==> config.mk <==
export PLATFORM = sky130hd
export DESIGN_NAME = i2c_eeprom_transaction_master
export DESIGN_NICKNAME = d
export VERILOG_FILES = /design/src/sv/iem_pkg.sv /design/src/sv/iem_cfg_regs.sv /design/src/sv/iem_engine.sv /design/src/sv/i2c_eeprom_transaction_master.sv
export SDC_FILE = /design/constraint.sdc
export NUM_CORES = 1
export LEC_CHECK = 0
export BUFFER_PORTS_ARGS = -buffer_cell sky130_fd_sc_hd__buf_2
export CORE_UTILIZATION = 60
export DETAILED_ROUTE_END_ITERATION = 8
export PLACE_DENSITY = 0.79
export SLEW_MARGIN = 15
export SYNTH_ARGS = -nofsm -noshare
export SYNTH_HDL_FRONTEND = slang
export SYNTH_SLANG_ARGS = --single-unit
==> constraint.sdc <==
create_clock -name i_clk -period 15.58 [get_ports i_clk]
set_input_delay 1.558 -clock i_clk [delete_from_list [all_inputs] [get_ports i_clk]]
set_output_delay 1.558 -clock i_clk [all_outputs]
set_load 0.05 [all_outputs]
==> src/sv/iem_pkg.sv <==
// ----------------------------------------------------------------------------
// I2C EEPROM transaction master package
// Shared constants, types, the transaction sequence table and helper functions.
// ----------------------------------------------------------------------------
package iem_pkg;

    localparam int MAX_FILL  = 256;
    localparam int WAIT_W    = 20;
    localparam int LEFT_W    = $clog2(MAX_FILL + 1);
    localparam int PC_W      = 6;
    localparam int CFG_DW    = 20;
    localparam int CFG_IDX_W = 2;

    localparam logic [CFG_IDX_W-1:0] REG_DEV_ID = 2'd0;
    localparam logic [CFG_IDX_W-1:0] REG_XW_ID  = 2'd1;
    localparam logic [CFG_IDX_W-1:0] REG_XR_ID  = 2'd2;
    localparam logic [CFG_IDX_W-1:0] REG_WAIT   = 2'd3;

    localparam logic [2:0] MODE_WRITE     = 3'd0;
    localparam logic [2:0] MODE_READ      = 3'd1;
    localparam logic [2:0] MODE_FILL      = 3'd2;
    localparam logic [2:0] MODE_XWRITE    = 3'd3;
    localparam logic [2:0] MODE_XREAD     = 3'd4;
    localparam logic [2:0] MODE_BUS_RESET = 3'd5;

    localparam logic [3:0] T_ZERO = 4'd0;
    localparam logic [3:0] T_ONE  = 4'd1;
    localparam logic [3:0] T_TWO  = 4'd2;
    localparam logic [3:0] T_LAST = 4'd15;

    localparam logic [7:0] BYTE_ONES = 8'hFF;

    typedef enum logic [2:0] {
        ST_IDLE = 3'b001,
        ST_RUN  = 3'b010,
        ST_WAIT = 3'b100
    } t_state;

    typedef enum logic [3:0] {
        K_END     = 4'd0,
        K_ENDW    = 4'd1,
        K_LOOP    = 4'd2,
        K_START   = 4'd3,
        K_STOP    = 4'd4,
        K_SEND    = 4'd5,
        K_ACK     = 4'd6,
        K_ACKLOOP = 4'd7,
        K_READ    = 4'd8,
        K_NACK    = 4'd9
    } t_kind;

    typedef enum logic [2:0] {
        S_IDW  = 3'd0,
        S_IDR  = 3'd1,
        S_ADDR = 3'd2,
        S_DATA = 3'd3,
        S_XW   = 3'd4,
        S_XR   = 3'd5,
        S_ONES = 3'd6
    } t_src;

    typedef struct packed {
        t_kind kind;
        t_src  src;
    } t_step;

    typedef struct packed {
        logic [7:0]        dev_id;
        logic [7:0]        xw_id;
        logic [7:0]        xr_id;
        logic [WAIT_W-1:0] wait_ticks;
    } t_cfg;

    typedef struct packed {
        logic       request_valid;
        logic [2:0] mode;
        logic [7:0] mem_address;
        logic [7:0] write_data;
        logic [2:0] page;
        logic [8:0] fill_count;
        logic       sda_sample;
    } t_item;

    typedef struct packed {
        logic       scl_level;
        logic       sda_level;
        logic       busy_res;
        logic       done_res;
        logic [7:0] read_data;
    } t_res;

    function automatic t_step step_at(logic [PC_W-1:0] pc);
        case (pc)
            // Byte write.
            6'd0:  return '{K_START,   S_IDW};
            6'd1:  return '{K_SEND,    S_IDW};
            6'd2:  return '{K_ACK,     S_IDW};
            6'd3:  return '{K_SEND,    S_ADDR};
            6'd4:  return '{K_ACK,     S_IDW};
            6'd5:  return '{K_SEND,    S_DATA};
            6'd6:  return '{K_ACK,     S_IDW};
            6'd7:  return '{K_STOP,    S_IDW};
            6'd8:  return '{K_ENDW,    S_IDW};
            // Random read.
            6'd9:  return '{K_START,   S_IDW};
            6'd10: return '{K_SEND,    S_IDW};
            6'd11: return '{K_ACK,     S_IDW};
            6'd12: return '{K_SEND,    S_ADDR};
            6'd13: return '{K_ACK,     S_IDW};
            6'd14: return '{K_START,   S_IDW};
            6'd15: return '{K_SEND,    S_IDR};
            6'd16: return '{K_ACK,     S_IDW};
            6'd17: return '{K_READ,    S_IDW};
            6'd18: return '{K_NACK,    S_IDW};
            6'd19: return '{K_STOP,    S_IDW};
            6'd20: return '{K_END,     S_IDW};
            // Block fill.
            6'd21: return '{K_START,   S_IDW};
            6'd22: return '{K_SEND,    S_IDW};
            6'd23: return '{K_ACK,     S_IDW};
            6'd24: return '{K_SEND,    S_ADDR};
            6'd25: return '{K_ACK,     S_IDW};
            6'd26: return '{K_LOOP,    S_IDW};
            6'd27: return '{K_SEND,    S_DATA};
            6'd28: return '{K_ACKLOOP, S_IDW};
            6'd29: return '{K_STOP,    S_IDW};
            6'd30: return '{K_ENDW,    S_IDW};
            // Expander write.
            6'd31: return '{K_START,   S_IDW};
            6'd32: return '{K_SEND,    S_XW};
            6'd33: return '{K_ACK,     S_IDW};
            6'd34: return '{K_SEND,    S_DATA};
            6'd35: return '{K_ACK,     S_IDW};
            6'd36: return '{K_STOP,    S_IDW};
            6'd37: return '{K_ENDW,    S_IDW};
            // Expander read.
            6'd38: return '{K_START,   S_IDW};
            6'd39: return '{K_SEND,    S_XR};
            6'd40: return '{K_ACK,     S_IDW};
            6'd41: return '{K_READ,    S_IDW};
            6'd42: return '{K_NACK,    S_IDW};
            6'd43: return '{K_STOP,    S_IDW};
            6'd44: return '{K_END,     S_IDW};
            // Bus reset.
            6'd45: return '{K_START,   S_IDW};
            6'd46: return '{K_SEND,    S_ONES};
            6'd47: return '{K_NACK,    S_IDW};
            6'd48: return '{K_START,   S_IDW};
            6'd49: return '{K_STOP,    S_IDW};
            6'd50: return '{K_END,     S_IDW};
            default: return '{K_END,   S_IDW};
        endcase
    endfunction

    function automatic logic [PC_W-1:0] entry_of(logic [2:0] mode);
        case (mode)
            MODE_WRITE:     return 6'd0;
            MODE_READ:      return 6'd9;
            MODE_FILL:      return 6'd21;
            MODE_XWRITE:    return 6'd31;
            MODE_XREAD:     return 6'd38;
            MODE_BUS_RESET: return 6'd45;
            default:        return 6'd0;
        endcase
    endfunction

    function automatic logic [LEFT_W-1:0] sat_fill(logic [8:0] cnt);
        if (32'(cnt) > MAX_FILL) begin
            return LEFT_W'(MAX_FILL);
        end
        return LEFT_W'(cnt);
    endfunction

endpackage

==> src/sv/iem_cfg_regs.sv <==
// ----------------------------------------------------------------------------
// I2C EEPROM transaction master configuration registers
// Holds the device address bytes and the post-write wait length.
// ----------------------------------------------------------------------------
module iem_cfg_regs (
    input  logic                          i_clk,
    input  logic                          i_rst_n,
    input  logic                          i_we,
    input  logic [iem_pkg::CFG_IDX_W-1:0] i_index,
    input  logic [iem_pkg::CFG_DW-1:0]    i_wdata,
    output iem_pkg::t_cfg                 o_cfg
);
    import iem_pkg::*;

    t_cfg r_cfg;

    always_ff @(posedge i_clk) begin
        if (!i_rst_n) begin
            r_cfg.dev_id     <= 8'hA0;
            r_cfg.xw_id      <= 8'h40;
            r_cfg.xr_id      <= 8'h41;
            r_cfg.wait_ticks <= WAIT_W'(4000);
        end else if (i_we) begin
            case (i_index)
                REG_DEV_ID: r_cfg.dev_id     <= i_wdata[7:0];
                REG_XW_ID:  r_cfg.xw_id      <= i_wdata[7:0];
                REG_XR_ID:  r_cfg.xr_id      <= i_wdata[7:0];
                REG_WAIT:   r_cfg.wait_ticks <= i_wdata[WAIT_W-1:0];
                default: begin
                end
            endcase
        end
    end

    assign o_cfg = r_cfg;

endmodule

==> src/sv/iem_engine.sv <==
// ----------------------------------------------------------------------------
// I2C EEPROM transaction master bus engine
// Advances the transaction sequencer by one half-bit tick per step.
// ----------------------------------------------------------------------------
module iem_engine (
    input  logic           i_clk,
    input  logic           i_rst_n,
    input  logic           i_step,
    input  iem_pkg::t_cfg  i_cfg,
    input  iem_pkg::t_item i_item,
    output iem_pkg::t_res  o_res
);
    import iem_pkg::*;

    t_state            r_state, n_state;
    logic [PC_W-1:0]   r_pc, n_pc;
    logic [3:0]        r_bc, n_bc;
    logic [7:0]        r_sb, n_sb;
    logic [LEFT_W-1:0] r_left, n_left;
    logic [WAIT_W-1:0] r_wc, n_wc;
    logic [7:0]        r_addr, n_addr;
    logic [7:0]        r_data, n_data;
    logic [2:0]        r_page, n_page;
    logic [7:0]        r_rx, n_rx;

    t_step             cur;
    t_step             nxt;
    logic [PC_W-1:0]   pc1;
    logic [3:0]        t;
    logic [3:0]        next_t;
    logic              fin;
    logic [7:0]        idw;
    logic [7:0]        src_byte;
    logic [7:0]        sb_cur;
    logic [WAIT_W-1:0] wc_dec;
    t_res              res;

    always_comb begin
        n_state = r_state;
        n_pc    = r_pc;
        n_bc    = r_bc;
        n_sb    = r_sb;
        n_left  = r_left;
        n_wc    = r_wc;
        n_addr  = r_addr;
        n_data  = r_data;
        n_page  = r_page;
        n_rx    = r_rx;
        res     = '{scl_level: 1'b1, sda_level: 1'b1, busy_res: 1'b0,
                    done_res: 1'b0, read_data: r_rx};
        cur      = step_at(r_pc);
        nxt      = step_at(r_pc);
        pc1      = r_pc;
        t        = r_bc;
        next_t   = r_bc;
        fin      = 1'b0;
        idw      = 8'h00;
        src_byte = 8'h00;
        sb_cur   = r_sb;
        wc_dec   = r_wc;

        if (r_state == ST_IDLE && i_item.request_valid
                && (i_item.mode inside {[MODE_WRITE:MODE_BUS_RESET]})) begin
            n_addr  = i_item.mem_address;
            n_data  = i_item.write_data;
            n_page  = i_item.page;
            n_left  = sat_fill(i_item.fill_count);
            n_pc    = entry_of(i_item.mode);
            n_bc    = T_ZERO;
            n_state = ST_RUN;
        end

        idw = i_cfg.dev_id | {4'b0000, n_page, 1'b0};

        case (n_state)
            ST_WAIT: begin
                res.busy_res = 1'b1;
                wc_dec = (r_wc != '0) ? r_wc - WAIT_W'(1) : r_wc;
                n_wc   = wc_dec;
                if (wc_dec == '0) begin
                    res.done_res = 1'b1;
                    n_state      = ST_IDLE;
                end
            end
            ST_RUN: begin
                res.busy_res = 1'b1;
                cur    = step_at(n_pc);
                t      = n_bc;
                next_t = n_bc + 4'd1;
                case (cur.src)
                    S_IDW:   src_byte = idw;
                    S_IDR:   src_byte = idw | 8'h01;
                    S_ADDR:  src_byte = n_addr;
                    S_DATA:  src_byte = n_data;
                    S_XW:    src_byte = i_cfg.xw_id;
                    S_XR:    src_byte = i_cfg.xr_id;
                    default: src_byte = BYTE_ONES;
                endcase
                case (cur.kind)
                    K_START: begin
                        res.scl_level = (t != T_ZERO);
                        res.sda_level = (t != T_TWO);
                        fin           = (t >= T_TWO);
                    end
                    K_STOP: begin
                        res.scl_level = (t != T_ZERO);
                        res.sda_level = (t >= T_TWO);
                        fin           = (t >= T_TWO);
                    end
                    K_SEND: begin
                        sb_cur        = (t == T_ZERO) ? src_byte : r_sb;
                        res.scl_level = t[0];
                        res.sda_level = sb_cur[7];
                        n_sb          = t[0] ? {sb_cur[6:0], 1'b0} : sb_cur;
                        fin           = (t == T_LAST);
                    end
                    K_ACK, K_ACKLOOP: begin
                        if (t == T_ZERO) begin
                            res.scl_level = 1'b0;
                            next_t        = i_item.sda_sample ? T_ZERO : T_ONE;
                        end else begin
                            fin = 1'b1;
                        end
                    end
                    K_READ: begin
                        res.scl_level = t[0];
                        n_sb = t[0] ? {r_sb[6:0], i_item.sda_sample} : r_sb;
                        fin  = (t == T_LAST);
                        if (fin) begin
                            n_rx = n_sb;
                        end
                    end
                    default: begin
                        res.scl_level = t[0];
                        fin           = (t != T_ZERO);
                    end
                endcase

                if (fin) begin
                    n_bc = T_ZERO;
                    if (cur.kind == K_ACKLOOP) begin
                        if (n_left != '0) begin
                            n_left = n_left - LEFT_W'(1);
                        end
                        pc1 = n_pc - PC_W'(2);
                    end else begin
                        pc1 = n_pc + PC_W'(1);
                    end
                    nxt  = step_at(pc1);
                    n_pc = pc1;
                    if (nxt.kind == K_LOOP) begin
                        n_pc = (n_left == '0) ? pc1 + PC_W'(3) : pc1 + PC_W'(1);
                    end else if (nxt.kind == K_END || nxt.kind == K_ENDW) begin
                        if (nxt.kind == K_ENDW && i_cfg.wait_ticks != '0) begin
                            n_wc    = i_cfg.wait_ticks;
                            n_state = ST_WAIT;
                        end else begin
                            n_state      = ST_IDLE;
                            res.done_res = 1'b1;
                        end
                    end
                end else begin
                    n_bc = next_t;
                end
            end
            default: begin
            end
        endcase

        res.read_data = n_rx;
    end

    always_ff @(posedge i_clk) begin
        if (!i_rst_n) begin
            r_state <= ST_IDLE;
            r_pc    <= '0;
            r_bc    <= T_ZERO;
            r_left  <= '0;
            r_wc    <= '0;
            r_rx    <= 8'h00;
        end else if (i_step) begin
            r_state <= n_state;
            r_pc    <= n_pc;
            r_bc    <= n_bc;
            r_left  <= n_left;
            r_wc    <= n_wc;
            r_rx    <= n_rx;
        end
    end

    always_ff @(posedge i_clk) begin
        if (i_step) begin
            r_sb   <= n_sb;
            r_addr <= n_addr;
            r_data <= n_data;
            r_page <= n_page;
        end
    end

    assign o_res = res;

endmodule

==> src/sv/i2c_eeprom_transaction_master.sv <==
// ----------------------------------------------------------------------------
// I2C EEPROM transaction master
// Byte write, random read, block fill, expander access and bus reset over I2C.
// ----------------------------------------------------------------------------
// Every input beat is one half-bit tick of the bus and gives exactly one result
// beat with the SCL and SDA drive levels, busy, done and the last read byte.
// The block takes one beat per clock cycle while the output side does not
// stall; a beat passes an input register and the sequencer step before it
// lands in the result register, from which its result is offered.
// The user must write configuration through the plain write port only while
// the block is idle; the block itself does not enforce this. Address bytes
// are taken from the registers when they go on the bus.
module i2c_eeprom_transaction_master (
    input  logic                          i_clk,
    input  logic                          i_rst_n,
    input  logic                          i_cfg_we,
    input  logic [iem_pkg::CFG_IDX_W-1:0] i_cfg_index,
    input  logic [iem_pkg::CFG_DW-1:0]    i_cfg_wdata,
    input  logic                          i_in_valid,
    output logic                          o_in_ready,
    input  logic                          i_request_valid,
    input  logic [2:0]                    i_mode,
    input  logic [7:0]                    i_mem_address,
    input  logic [7:0]                    i_write_data,
    input  logic [2:0]                    i_page,
    input  logic [8:0]                    i_fill_count,
    input  logic                          i_sda_sample,
    output logic                          o_out_valid,
    input  logic                          i_out_ready,
    output logic                          o_scl_level,
    output logic                          o_sda_level,
    output logic                          o_busy_res,
    output logic                          o_done_res,
    output logic [7:0]                    o_read_data
);
    import iem_pkg::*;

    t_cfg  cfg;
    t_item r_item;
    logic  r_in_valid;
    logic  r_out_valid;
    t_res  r_res;
    t_res  res;
    logic  advance;

    iem_cfg_regs u_cfg (
        .i_clk   (i_clk),
        .i_rst_n (i_rst_n),
        .i_we    (i_cfg_we),
        .i_index (i_cfg_index),
        .i_wdata (i_cfg_wdata),
        .o_cfg   (cfg)
    );

    iem_engine u_engine (
        .i_clk   (i_clk),
        .i_rst_n (i_rst_n),
        .i_step  (advance),
        .i_cfg   (cfg),
        .i_item  (r_item),
        .o_res   (res)
    );

    assign advance    = r_in_valid && (!r_out_valid || i_out_ready);
    assign o_in_ready = !r_in_valid || advance;

    always_ff @(posedge i_clk) begin
        if (!i_rst_n) begin
            r_in_valid  <= 1'b0;
            r_out_valid <= 1'b0;
        end else begin
            if (o_in_ready) begin
                r_in_valid <= i_in_valid;
            end
            if (advance) begin
                r_out_valid <= 1'b1;
            end else if (i_out_ready) begin
                r_out_valid <= 1'b0;
            end
        end
    end

    always_ff @(posedge i_clk) begin
        if (i_in_valid && o_in_ready) begin
            r_item <= '{request_valid: i_request_valid, mode: i_mode,
                        mem_address: i_mem_address, write_data: i_write_data,
                        page: i_page, fill_count: i_fill_count,
                        sda_sample: i_sda_sample};
        end
        if (advance) begin
            r_res <= res;
        end
    end

    assign o_out_valid = r_out_valid;
    assign o_scl_level = r_res.scl_level;
    assign o_sda_level = r_res.sda_level;
    assign o_busy_res  = r_res.busy_res;
    assign o_done_res  = r_res.done_res;
    assign o_read_data = r_res.read_data;

`ifndef NO_ASSERTIONS
    a_done_busy: assert property (@(posedge i_clk) disable iff (!i_rst_n)
        o_out_valid && o_done_res |-> o_busy_res)
        else $error("done shown without busy");

    a_idle_lines: assert property (@(posedge i_clk) disable iff (!i_rst_n)
        o_out_valid && !o_busy_res |-> o_scl_level && o_sda_level)
        else $error("bus lines driven low while idle");

    a_stall_cause: assert property (@(posedge i_clk) disable iff (!i_rst_n)
        r_in_valid && !o_in_ready |-> r_out_valid && !i_out_ready)
        else $error("input stalled while the result register is free");
`endif

endmodule
==> results of run 1 <==
## final timing paths
kind	end	slack (ps)	depth (start not counted)
worst max register to register	u_engine.r_wc[1]	8560	19
worst max-delay path	u_engine.r_wc[1]	8560	19
worst min register to register	u_engine.r_left[7]	450	2
worst min-delay path	u_engine.r_left[7]	450	2
## worst register-to-register path: cells and delay by family, from the launching register on
kind | cells | cell delay [ps]
compound gates | 10 | 2830
fa+ha+maj | 2 | 900
simple gates | 5 | 2500
flops | 1 | 450
buf+inv | 2 | 250
## power groups by stage
stage | Combinational (mW) | Clock [mW] | Sequential [mW]
after floorplan | 0.263 | 0 | 0.502
after global placement | 0.342 | 0 | 0.501
after CTS | 0.344 | 0.423 | 0.491
after global routing | 0.382 | 0.443 | 0.493
final | 0.355 | 0.422 | 0.492
after detailed placement | 0.342 | 0 | 0.501
## flip-flops by register name (all words and copies together), names as in the netlist, 3 cells and up
| register | flops |
|---|---|
| o_read_data | 8 |
| u_engine.r_wc | 20 |
| u_engine.r_rx | 8 |
| u_engine.r_data | 8 |
| u_engine.r_state | 3 |
| u_engine.r_page | 3 |
| u_engine.r_sb | 8 |
| u_engine.r_addr | 8 |
| r_item | 33 |
| u_engine.r_pc | 6 |
| u_engine.r_bc | 4 |
| u_engine.r_left | 9 |
| u_cfg.o_cfg | 44 |
## layout make-up
class / instances / area, µm² / share of cell area, %
clock buffer: 18 / 429.2 / 3.828
clock inverter: 14 / 160.2 / 1.428
sequential: 168 / 4084 / 36.42
tap: 220 / 275.3 / 2.455
timing repair buffer: 83 / 440.4 / 3.928
inverter: 23 / 86.33 / 0.7700
multi-input combinational: 957 / 5737 / 51.17
## metrics by stage
stage / std cells / util (%)
floorplan: 1229 / -
CTS: 1483 / 67.34
detailed placement: 1451 / 63.80
global route: 1483 / 67.37
global placement: 1451 / 63.80
finish: 1483 / 67.37
## logic make-up after synthesis
group	share of synthesized area, %
and+or+nand+nor	24.37
xor gates and xnor gates	2.134
DFF	39.80
muxes	4.633
buffers and inverters	4.474
adders and majority gates	2.682
AOI/OAI and AO/OA	21.91
## layout by cell type, fill, tap and decap left out, types with 9 or more instances in the layout
cell       instances
nand2_1          254
o31ai_1           16
edfxtp_1          72
ha_1              22
inv_1             16
o221ai_1           9
buf_4             10
o21ai_0           52
buf_2             73
nor4_1            20
and2_1            11
nand4_1           15
nor2_1            90
o211ai_1          22
nor3_1            21
mux2i_1           36
a21oi_1           86
clkbuf_16         17
dfxtp_1           96
nand3_1           52
xnor2_1           17
a21o_1             9
a31oi_1           21
## per-layer routing
| metal | vias up | track usage (%) | routed length [µm] |
|---|---|---|---|
| met1 | 4669 | 43.94 | 12270 |
| li1 | 4568 | - | - |
| met4 | 0 | 13.60 | 867 |
| met3 | 71 | 5.517 | 2067 |
| met5 | - | 0 | 0 |
| met2 | 490 | 53.84 | 13800 |
==> flow_summary_export.csv, run 1 <==
group,metric,value,unit
floorplanning,die_h,132.8,µm
drt,ant_nets,0,
final_layout,drive_gt1_share,12.51,%
clock_network,clock_latency,440,ps
yosys,ys.flop_type,"dfxtp_1",
worst_setup_path,slowest_delay,750,ps
power_and_ir_drop,combPwrFrac,28.0,%
worst_setup_path,path_class,"reg2reg",
timing,setup_ws,8564,ps
clock_network,cts_buffers,17,
clock_network,cts_max_path_buffers,2,
worst_setup_path,crit_slowest_cell,"and4_1",
timing,finalMaxSlewViolations,0,
global_routing,grt_first_pass_wirelength,46190,µm
worst_setup_path,crit_start,"u_engine.r_state[0]",
yosys,ys_warn_count,0,
drt,firstDrtPassIters,5,
drt,vias,9798,
job,drv_cap,0,
final_layout,num-fill-cells,1383,
timing,rsz0062_at_grt,"false",
clock_network,cts.sinks,168,
worst_setup_path,required,15930,ps
place,place_congestion,0.9589,
global_routing,grt_pass1_vias,9026,
clock_network,clk_pin_slew_worst_paths,70,ps
worst_setup_path,cp_cell_sequence,"and4bb_1, a21oi_1, a211o_1, ha_1, inv_1, a2111oi_0, a311oi_1, o211a_1, o211a_4, nand2_1, a21o_1, ha_1, inv_1, a211oi_1, or4_1, a31oi_2, and4_1, nor2_1, o32ai_1",
worst_setup_path,crit_buf_inv,2,
yosys,syn_area,10260,µm²
global_routing,grt_usage,33.18,%
place,port_buffers,73,
worst_setup_path,critPathCaptureType,"flip-flop",
min_path,hold_class,"reg2reg",
timing,setup_viol,0,
yosys,synth.most_common_cell,"nand2_1",
timing,holdWs,452.4,ps
worst_setup_path,timing.rr.start,"u_engine.r_state[0]",
drt,via_per_inst,6.607,
yosys,yosys.area.top_type,"edfxtp_1",
floorplanning,row_count,47,
yosys,synthArstFlopShare,0,%
power_and_ir_drop,peakVddDrop,0.09158,mV
yosys,syn_inst,1229,
yosys,synth_nets,1311,
floorplanning,start_util,61.66,%
yosys,synth_edf_count,72,
place,placed_cell_area,10620,µm²
worst_setup_path,startpoint_type,"flip-flop",
timing,fin_crit,7016,ps
yosys,synth_top_area_share,21.07,%
yosys,avgSynthCellArea,8.350,µm²
clock_network,post_cts_resized,0,
clock_network,htree_levels,4,
yosys,yosys_register_bits,168,
clock_network,root_buffer,"clkbuf_16",
global_routing,grt_max_degree,70,
final_layout,design_area,11210,µm²
timing,finalCritPeriodShare,45.03,%
place,pre_cts_ws,8842,ps
drt,drcViolationCount,0,
final_layout,layout-area-overhead-vs-synth,9.254,%
power_and_ir_drop,p_seq_share,38.8,%
power_and_ir_drop,power.total,1.268,mW
clock_network,cts_setup_buffers,0,
drt,first_iter_violations,1015,
timing,slew_headroom,42.01,%
timing,finClkSkew,14.93,ps
power_and_ir_drop,p_switching,0.4561,mW
worst_setup_path,crit_arrival,7360,ps
yosys,synth_common_cells,"nand2_1 (254), dfxtp_1 (96), nor2_1 (91), a21oi_1 (87), edfxtp_1 (72)",
floorplanning,dieArea,17630,µm²
floorplanning,dieWidth,132.8,µm
run_status,outcome,"finished, final reports clean",
timing,finalHoldViolCount,0,
power_and_ir_drop,netSwitchingFraction,35.96,%
global_routing,grt_overflow,0,
final_layout,final_nets,1332,
clock_network,cts_tree,"built",
yosys,ys_seq_area_share,39.80,%
floorplanning,io_pins,74,
power_and_ir_drop,clockPowerShare,33.3,%
power_and_ir_drop,internal_power,0.8123,mW
final_layout,diodes,0,
worst_setup_path,cp_max_fo,20,
clock_network,ctsHoldBuffers,0,
worst_setup_path,critical-path-top-delay-family,"compound AO/OA/AOI/OAI gates",
timing,worstMarginPinSlew,860.7,ps
drt,drt_wl_total,29000,µm
timing,setup-tns-final,0,ps
timing,fmax,142.5,MHz
place,hpwl,20040,µm
power_and_ir_drop,p_leak,4.262,nW
drt,wl_per_cell,19.56,µm
global_routing,antenna_found_initial,0,
yosys,ys_types,95,
min_path,hold_start,"u_engine.r_left[7]",
power_and_ir_drop,power_density,113.1,nW/µm²
yosys,synth_area_leaders,"edfxtp_1 (21%), dfxtp_1 (19%), nand2_1 (9.3%), a21oi_1 (4.2%), mux2i_1 (3.5%)",
floorplanning,coreArea,16640,µm²
Note: power is estimated with default switching activity, not from simulation.
==> inputs of run 2 (changes only) <==
- clock period: 15.58 -> 6.6 ns (I/O delays scaled with it)
==> flow_summary_export.csv, run 2 (synthesis results as in run 1) <==
group,metric,value,unit
job,drv_cap,0,
place,hpwl,20150,µm
place,place_congestion,1.019,
final_layout,final_nets,1342,
worst_setup_path,r2r_slack,530,ps
timing,finalHoldViolCount,0,
drt,vias,9765,
floorplanning,row_count,47,
final_layout,final-instance-count-excl-fill,1493,
clock_network,cts.sinks,168,
power_and_ir_drop,peakVddDrop,0.2036,mV
drt,firstDrtPassIters,6,
worst_setup_path,critPathCaptureType,"flip-flop",
worst_setup_path,cp_max_fo,20,
floorplanning,io_pins,74,
place,port_buffers,73,
final_layout,layout_commonest_cell,"nand2_1",
floorplanning,coreArea,16640,µm²
drt,ant_nets,0,
final_layout,largest_reg_flops,44,
global_routing,busiest_layer,"met2",
clock_network,root_buffer,"clkbuf_16",
timing,rsz0062_at_grt,"false",
clock_network,cts_max_path_buffers,2,
timing,setup-tns-final,0,ps
clock_network,cts_buffers,17,
global_routing,grt_use_met2,55.09,%
clock_network,cts_tree,"built",
timing,slew_headroom,38.50,%
final_layout,final_cell_mix,"nand2_1 (254), dfxtp_1 (96), nor2_1 (90)",
final_layout,drive_gt1_share,13.28,%
place,place_inst,1461,
drt,drt_wl_total,29700,µm
floorplanning,start_util,61.66,%
power_and_ir_drop,p_leak,4.310,nW
worst_setup_path,path_class,"reg2reg",
global_routing,grt_max_degree,75,
final_layout,layout-area-overhead-vs-synth,10.30,%
timing,fin_crit,6073,ps
global_routing,grt_overflow,0,
timing,holdWs,381.8,ps
global_routing,grt_first_pass_wirelength,46880,µm
worst_setup_path,required,6940,ps
clock_network,cts_setup_buffers,0,
final_layout,diodes,0,
floorplanning,die_h,132.8,µm
global_routing,antenna_found_initial,0,
power_and_ir_drop,power_density,269.6,nW/µm²
drt,first_iter_violations,940,
timing,setup_viol,0,
global_routing,grt_pass1_vias,9003,
timing,finClkSkew,14.87,ps
power_and_ir_drop,power.total,3.051,mW
worst_setup_path,crit_arrival,6410,ps
final_layout,num-fill-cells,1367,
clock_network,htree_levels,4,
timing,finalCritPeriodShare,92.02,%
final_layout,multi_input_area,5746,µm²
timing,fmax,164.7,MHz
drt,via_per_inst,6.541,
final_layout,regArea,4084,µm²
global_routing,grt_util_met1,44.25,%
clock_network,clk_pin_slew_worst_paths,80,ps
floorplanning,dieArea,17630,µm²
global_routing,grt_use_met3,6.667,%
drt,drcViolationCount,0,
min_path,hold_class,"in2reg",
floorplanning,dieWidth,132.8,µm
clock_network,clock_latency,450,ps
worst_setup_path,startpoint_type,"flip-flop",
global_routing,grt_usage,34.02,%
drt,wl_per_cell,19.90,µm
final_layout,fin_util,68.02,%
timing,worstMarginPinSlew,914.0,ps
run_status,outcome,"finished, final reports clean",
timing,finalMaxSlewViolations,0,
-- run 2: layout make-up --
type,instances,area share [%]
clock buffers,17,3.758
flip-flops and latches,168,36.08
repair buffers,93,4.554
clock inverters,15,1.658
well taps,220,2.432
multi-input cells,957,50.76
inverters,23,0.7627
-- run 2: critical path: stages (launching register included) --
cell	delay (ps)
edfxtp_1	650
nand2_1	240
a21oi_1	290
or2_1	270
ha_1	390
inv_1	160
a2111oi_0	80
a311oi_1	310
o211a_1	430
o211ai_2	290
nor3_1	210
a21o_1	330
inv_1	210
ha_1	270
and3_1	140
or4_1	480
a31oi_2	310
and4_1	230
buf_4	270
nor2_1	110
o32ai_1	290
-- run 2: timing repair --
| item | in CTS | in global routing |
|---|---|---|
| gates resized for setup | 0 | 1 |
| hold buffers | 0 | 0 |
| hold endpoints to repair | 0 | 0 |
| setup endpoints to repair | 0 | 5 |
-- run 2: path summary, 6_finish.rpt --
kind	from	depth (start not counted)	endpoint
min reg2reg	u_engine.r_left[2]	2	u_engine.r_left[2]
max	r_item[30]	20	u_engine.r_wc[1]
max reg2reg	r_item[30]	20	u_engine.r_wc[1]
min	i_mem_address[1]	1	r_item[22]
-- run 2: metrics by stage --
| stage | setup WS [ps] | instance area [µm²] |
|---|---|---|
| 2_1_floorplan | 1253 | 10260 |
| 3_3_place_gp | 750.4 | 10690 |
| 3_5_place_dp | 563.3 | 10690 |
| 4_1_cts | 532.1 | 11310 |
| 5_1_grt | 64.23 | 11320 |
| 6_report | 526.9 | 11320 |
-- run 2: layer usage --
metal	share of wire [%]	vias to the layer above
met5	0	-
met4	3.5	0
met2	47	451
li1	-	4583
met1	42	4650
met3	7.6	81
-- run 2: report_power, final --
group          leakage, nW  internal, mW  switching, mW
clock                0.295         0.518          0.503
combinational         2.56         0.292          0.580
sequential            1.46          1.13         0.0272
==> inputs of run 3 (changes only) <==
- CTS_BUF_LIST: default -> sky130_fd_sc_hd__clkbuf_4 sky130_fd_sc_hd__clkbuf_8 sky130_fd_sc_hd__clkbuf_16
- PLACE_DENSITY: 0.79 -> default
- PLACE_DENSITY_LB_ADDON: default -> 0.08
==> flow_summary_export.csv, run 3 (synthesis results as in run 1) <==
group,metric,value,unit
worst_setup_path,r2r_end,"u_engine.r_wc[12]",
min_path,hold_class,"in2reg",
timing,fmax,168.2,MHz
worst_setup_path,cp.depth,19,
clock_network,clock_latency,430,ps
final_layout,layout-area-overhead-vs-synth,10.46,%
floorplanning,io_pins,74,
worst_setup_path,timing.rr.start,"u_engine.r_state[0]",
drt,drcViolationCount,0,
timing,setup-tns-final,0,ps
timing,finalHoldViolCount,0,
clock_network,cts.sinks,168,
timing,setup_viol,0,
final_layout,drive_gt1_share,13.75,%
timing,slew_headroom,36.82,%
worst_setup_path,slowest_delay,560,ps
final_layout,final_nets,1349,
power_and_ir_drop,clockPowerShare,32.7,%
final_layout,final_cell_mix,"nand2_1 (254), dfxtp_1 (96), nor2_1 (90)",
clock_network,cts_max_path_buffers,2,
clock_network,cts_tree,"built",
worst_setup_path,crit_start,"u_engine.r_state[0]",
drt,first_iter_violations,858,
final_layout,num-fill-cells,1380,
power_and_ir_drop,p_seq_share,38.3,%
place,hpwl,20340,µm
worst_setup_path,r2r_slack,650,ps
clock_network,root_buffer,"clkbuf_16",
clock_network,post_cts_resized,0,
floorplanning,dieArea,17630,µm²
worst_setup_path,startpoint_type,"flip-flop",
worst_setup_path,critPathCaptureType,"flip-flop",
timing,finalMaxSlewViolations,0,
worst_setup_path,cp_max_fo,15,
global_routing,grt_pass1_vias,9188,
worst_setup_path,ff2ff_path_depth,19,
worst_setup_path,cp_cell_sequence,"and4bb_1, a21oi_1, a211o_1, ha_1, inv_1, a2111oi_0, a311oi_1, o211a_1, o211a_4, nand2_1, a21o_1, inv_1, ha_1, and3_1, or4_1, a31oi_2, nand4_2, a221oi_1, o31ai_1",
floorplanning,coreArea,16640,µm²
power_and_ir_drop,p_leak,4.346,nW
timing,rsz0062_at_grt,"false",
timing,worstMarginPinSlew,937.7,ps
clock_network,htree_levels,4,
drt,wl_per_cell,19.68,µm
worst_setup_path,critical-path-top-delay-family,"compound AO/OA/AOI/OAI gates",
global_routing,grt_max_degree,55,
floorplanning,start_util,61.66,%
floorplanning,dieWidth,132.8,µm
clock_network,ctsHoldBuffers,0,
power_and_ir_drop,internal_power,1.961,mW
clock_network,cts_buffers,17,
timing,fin_crit,5945,ps
global_routing,grt_usage,33.98,%
place,port_buffers,73,
power_and_ir_drop,netSwitchingFraction,35.27,%
floorplanning,die_h,132.8,µm
place,placed_cell_area,10750,µm²
power_and_ir_drop,combPwrFrac,29.1,%
drt,firstDrtPassIters,5,
drt,vias,9729,
final_layout,design_area,11340,µm²
timing,finClkSkew,12.01,ps
global_routing,grt_first_pass_wirelength,47420,µm
floorplanning,row_count,47,
clock_network,clk_pin_slew_worst_paths,70,ps
final_layout,layout_commonest_cell,"nand2_1",
final_layout,largest_reg_flops,44,
worst_setup_path,crit_arrival,6250,ps
power_and_ir_drop,power_density,267.2,nW/µm²
worst_setup_path,crit_slowest_cell,"ha_1",
worst_setup_path,path_class,"reg2reg",
timing,finalCritPeriodShare,90.08,%
power_and_ir_drop,p_switching,1.068,mW
drt,ant_nets,0,
job,drv_cap,0,
power_and_ir_drop,peakVddDrop,0.2465,mV
clock_network,cts_setup_buffers,0,
worst_setup_path,required,6900,ps
drt,via_per_inst,6.486,
global_routing,grt_overflow,0,
place,place_congestion,0.9538,
final_layout,diodes,0,
worst_setup_path,setup.worst_path.end,"u_engine.r_wc[12]",
run_status,outcome,"finished, final reports clean",
drt,drt_wl_total,29520,µm
worst_setup_path,crit_buf_inv,2,
global_routing,antenna_found_initial,0,
## run 3: cell count changes in the layout (fill, tap and decap cells not counted)
cell,previous run,this run
buf_4,20,27
inv_8,5,3
nand4_4,1,0
clkbuf_4,0,1
inv_12,1,0
nand4_2,0,1
inv_4,0,3
clkbuf_16,17,18
clkinv_8,5,2
inv_6,2,3
## run 3: worst register-to-register path: cells and delay by family, from the launching register on
family | cells | cell delay [ps]
adder cells (fa/ha/maj) | 2 | 830
flip-flops | 1 | 460
AO/OA/AOI/OAI | 10 | 2580
buffers and inverters | 2 | 340
AND/OR/NAND/NOR | 5 | 1590
## run 3: worst min path at each step
stage | start | endpoint | slack, ps | cells after the start
after floorplan | u_engine.r_left[0] | u_engine.r_left[0] | 430 | 2
after global placement | u_engine.r_left[2] | u_engine.r_left[2] | 440 | 2
after CTS | i_write_data[1] | r_item[14] | 380 | 1
after detailed placement | u_engine.r_left[0] | u_engine.r_left[0] | 440 | 2
final | i_write_data[3] | r_item[16] | 400 | 1
after global routing | i_write_data[1] | r_item[14] | 380 | 1
## run 3: per-stage QoR
step	worst slack, ps	cells	util [%]	hold WS, ps	total power, mW
2_1_floorplan	1253	1229	-	432.3	1.806
3_3_place_gp	910.6	1468	64.57	440.0	2.032
3_5_place_dp	831.0	1468	64.57	443.6	2.032
4_1_cts	802.8	1500	68.09	382.9	3.015
5_1_grt	214.2	1500	68.12	379.8	3.156
6_report	654.6	1500	68.12	396.6	3.029
## run 3: power groups by stage
stage	clock network, mW	logic, mW	registers, mW
2_1_floorplan	0	0.622	1.18
3_3_place_gp	0	0.852	1.18
3_5_place_dp	0	0.850	1.18
4_1_cts	0.997	0.859	1.16
5_1_grt	1.04	0.956	1.16
6_report	0.989	0.880	1.16
## run 3: metal layers
metal | routed length (µm) | vias up | share of wire, % | global-route usage (%)
li1 | - | 4612 | - | -
met1 | 12750 | 4625 | 43 | 44.46
met2 | 13980 | 437 | 47 | 55.82
met3 | 2088 | 55 | 7.1 | 6.705
met4 | 702 | 0 | 2.4 | 12.20
met5 | 0 | - | 0 | 0
## run 3: area by class of cell
type / count / area [µm²] / share of cell area (%)
multi-input cells: 957 / 5737 / 50.61
inverters: 23 / 86.33 / 0.7616
well taps: 220 / 275.3 / 2.428
clock buffers: 19 / 457.9 / 4.040
flip-flops and latches: 168 / 4084 / 36.03
clock inverters: 13 / 127.6 / 1.126
repair buffers: 100 / 568.0 / 5.011
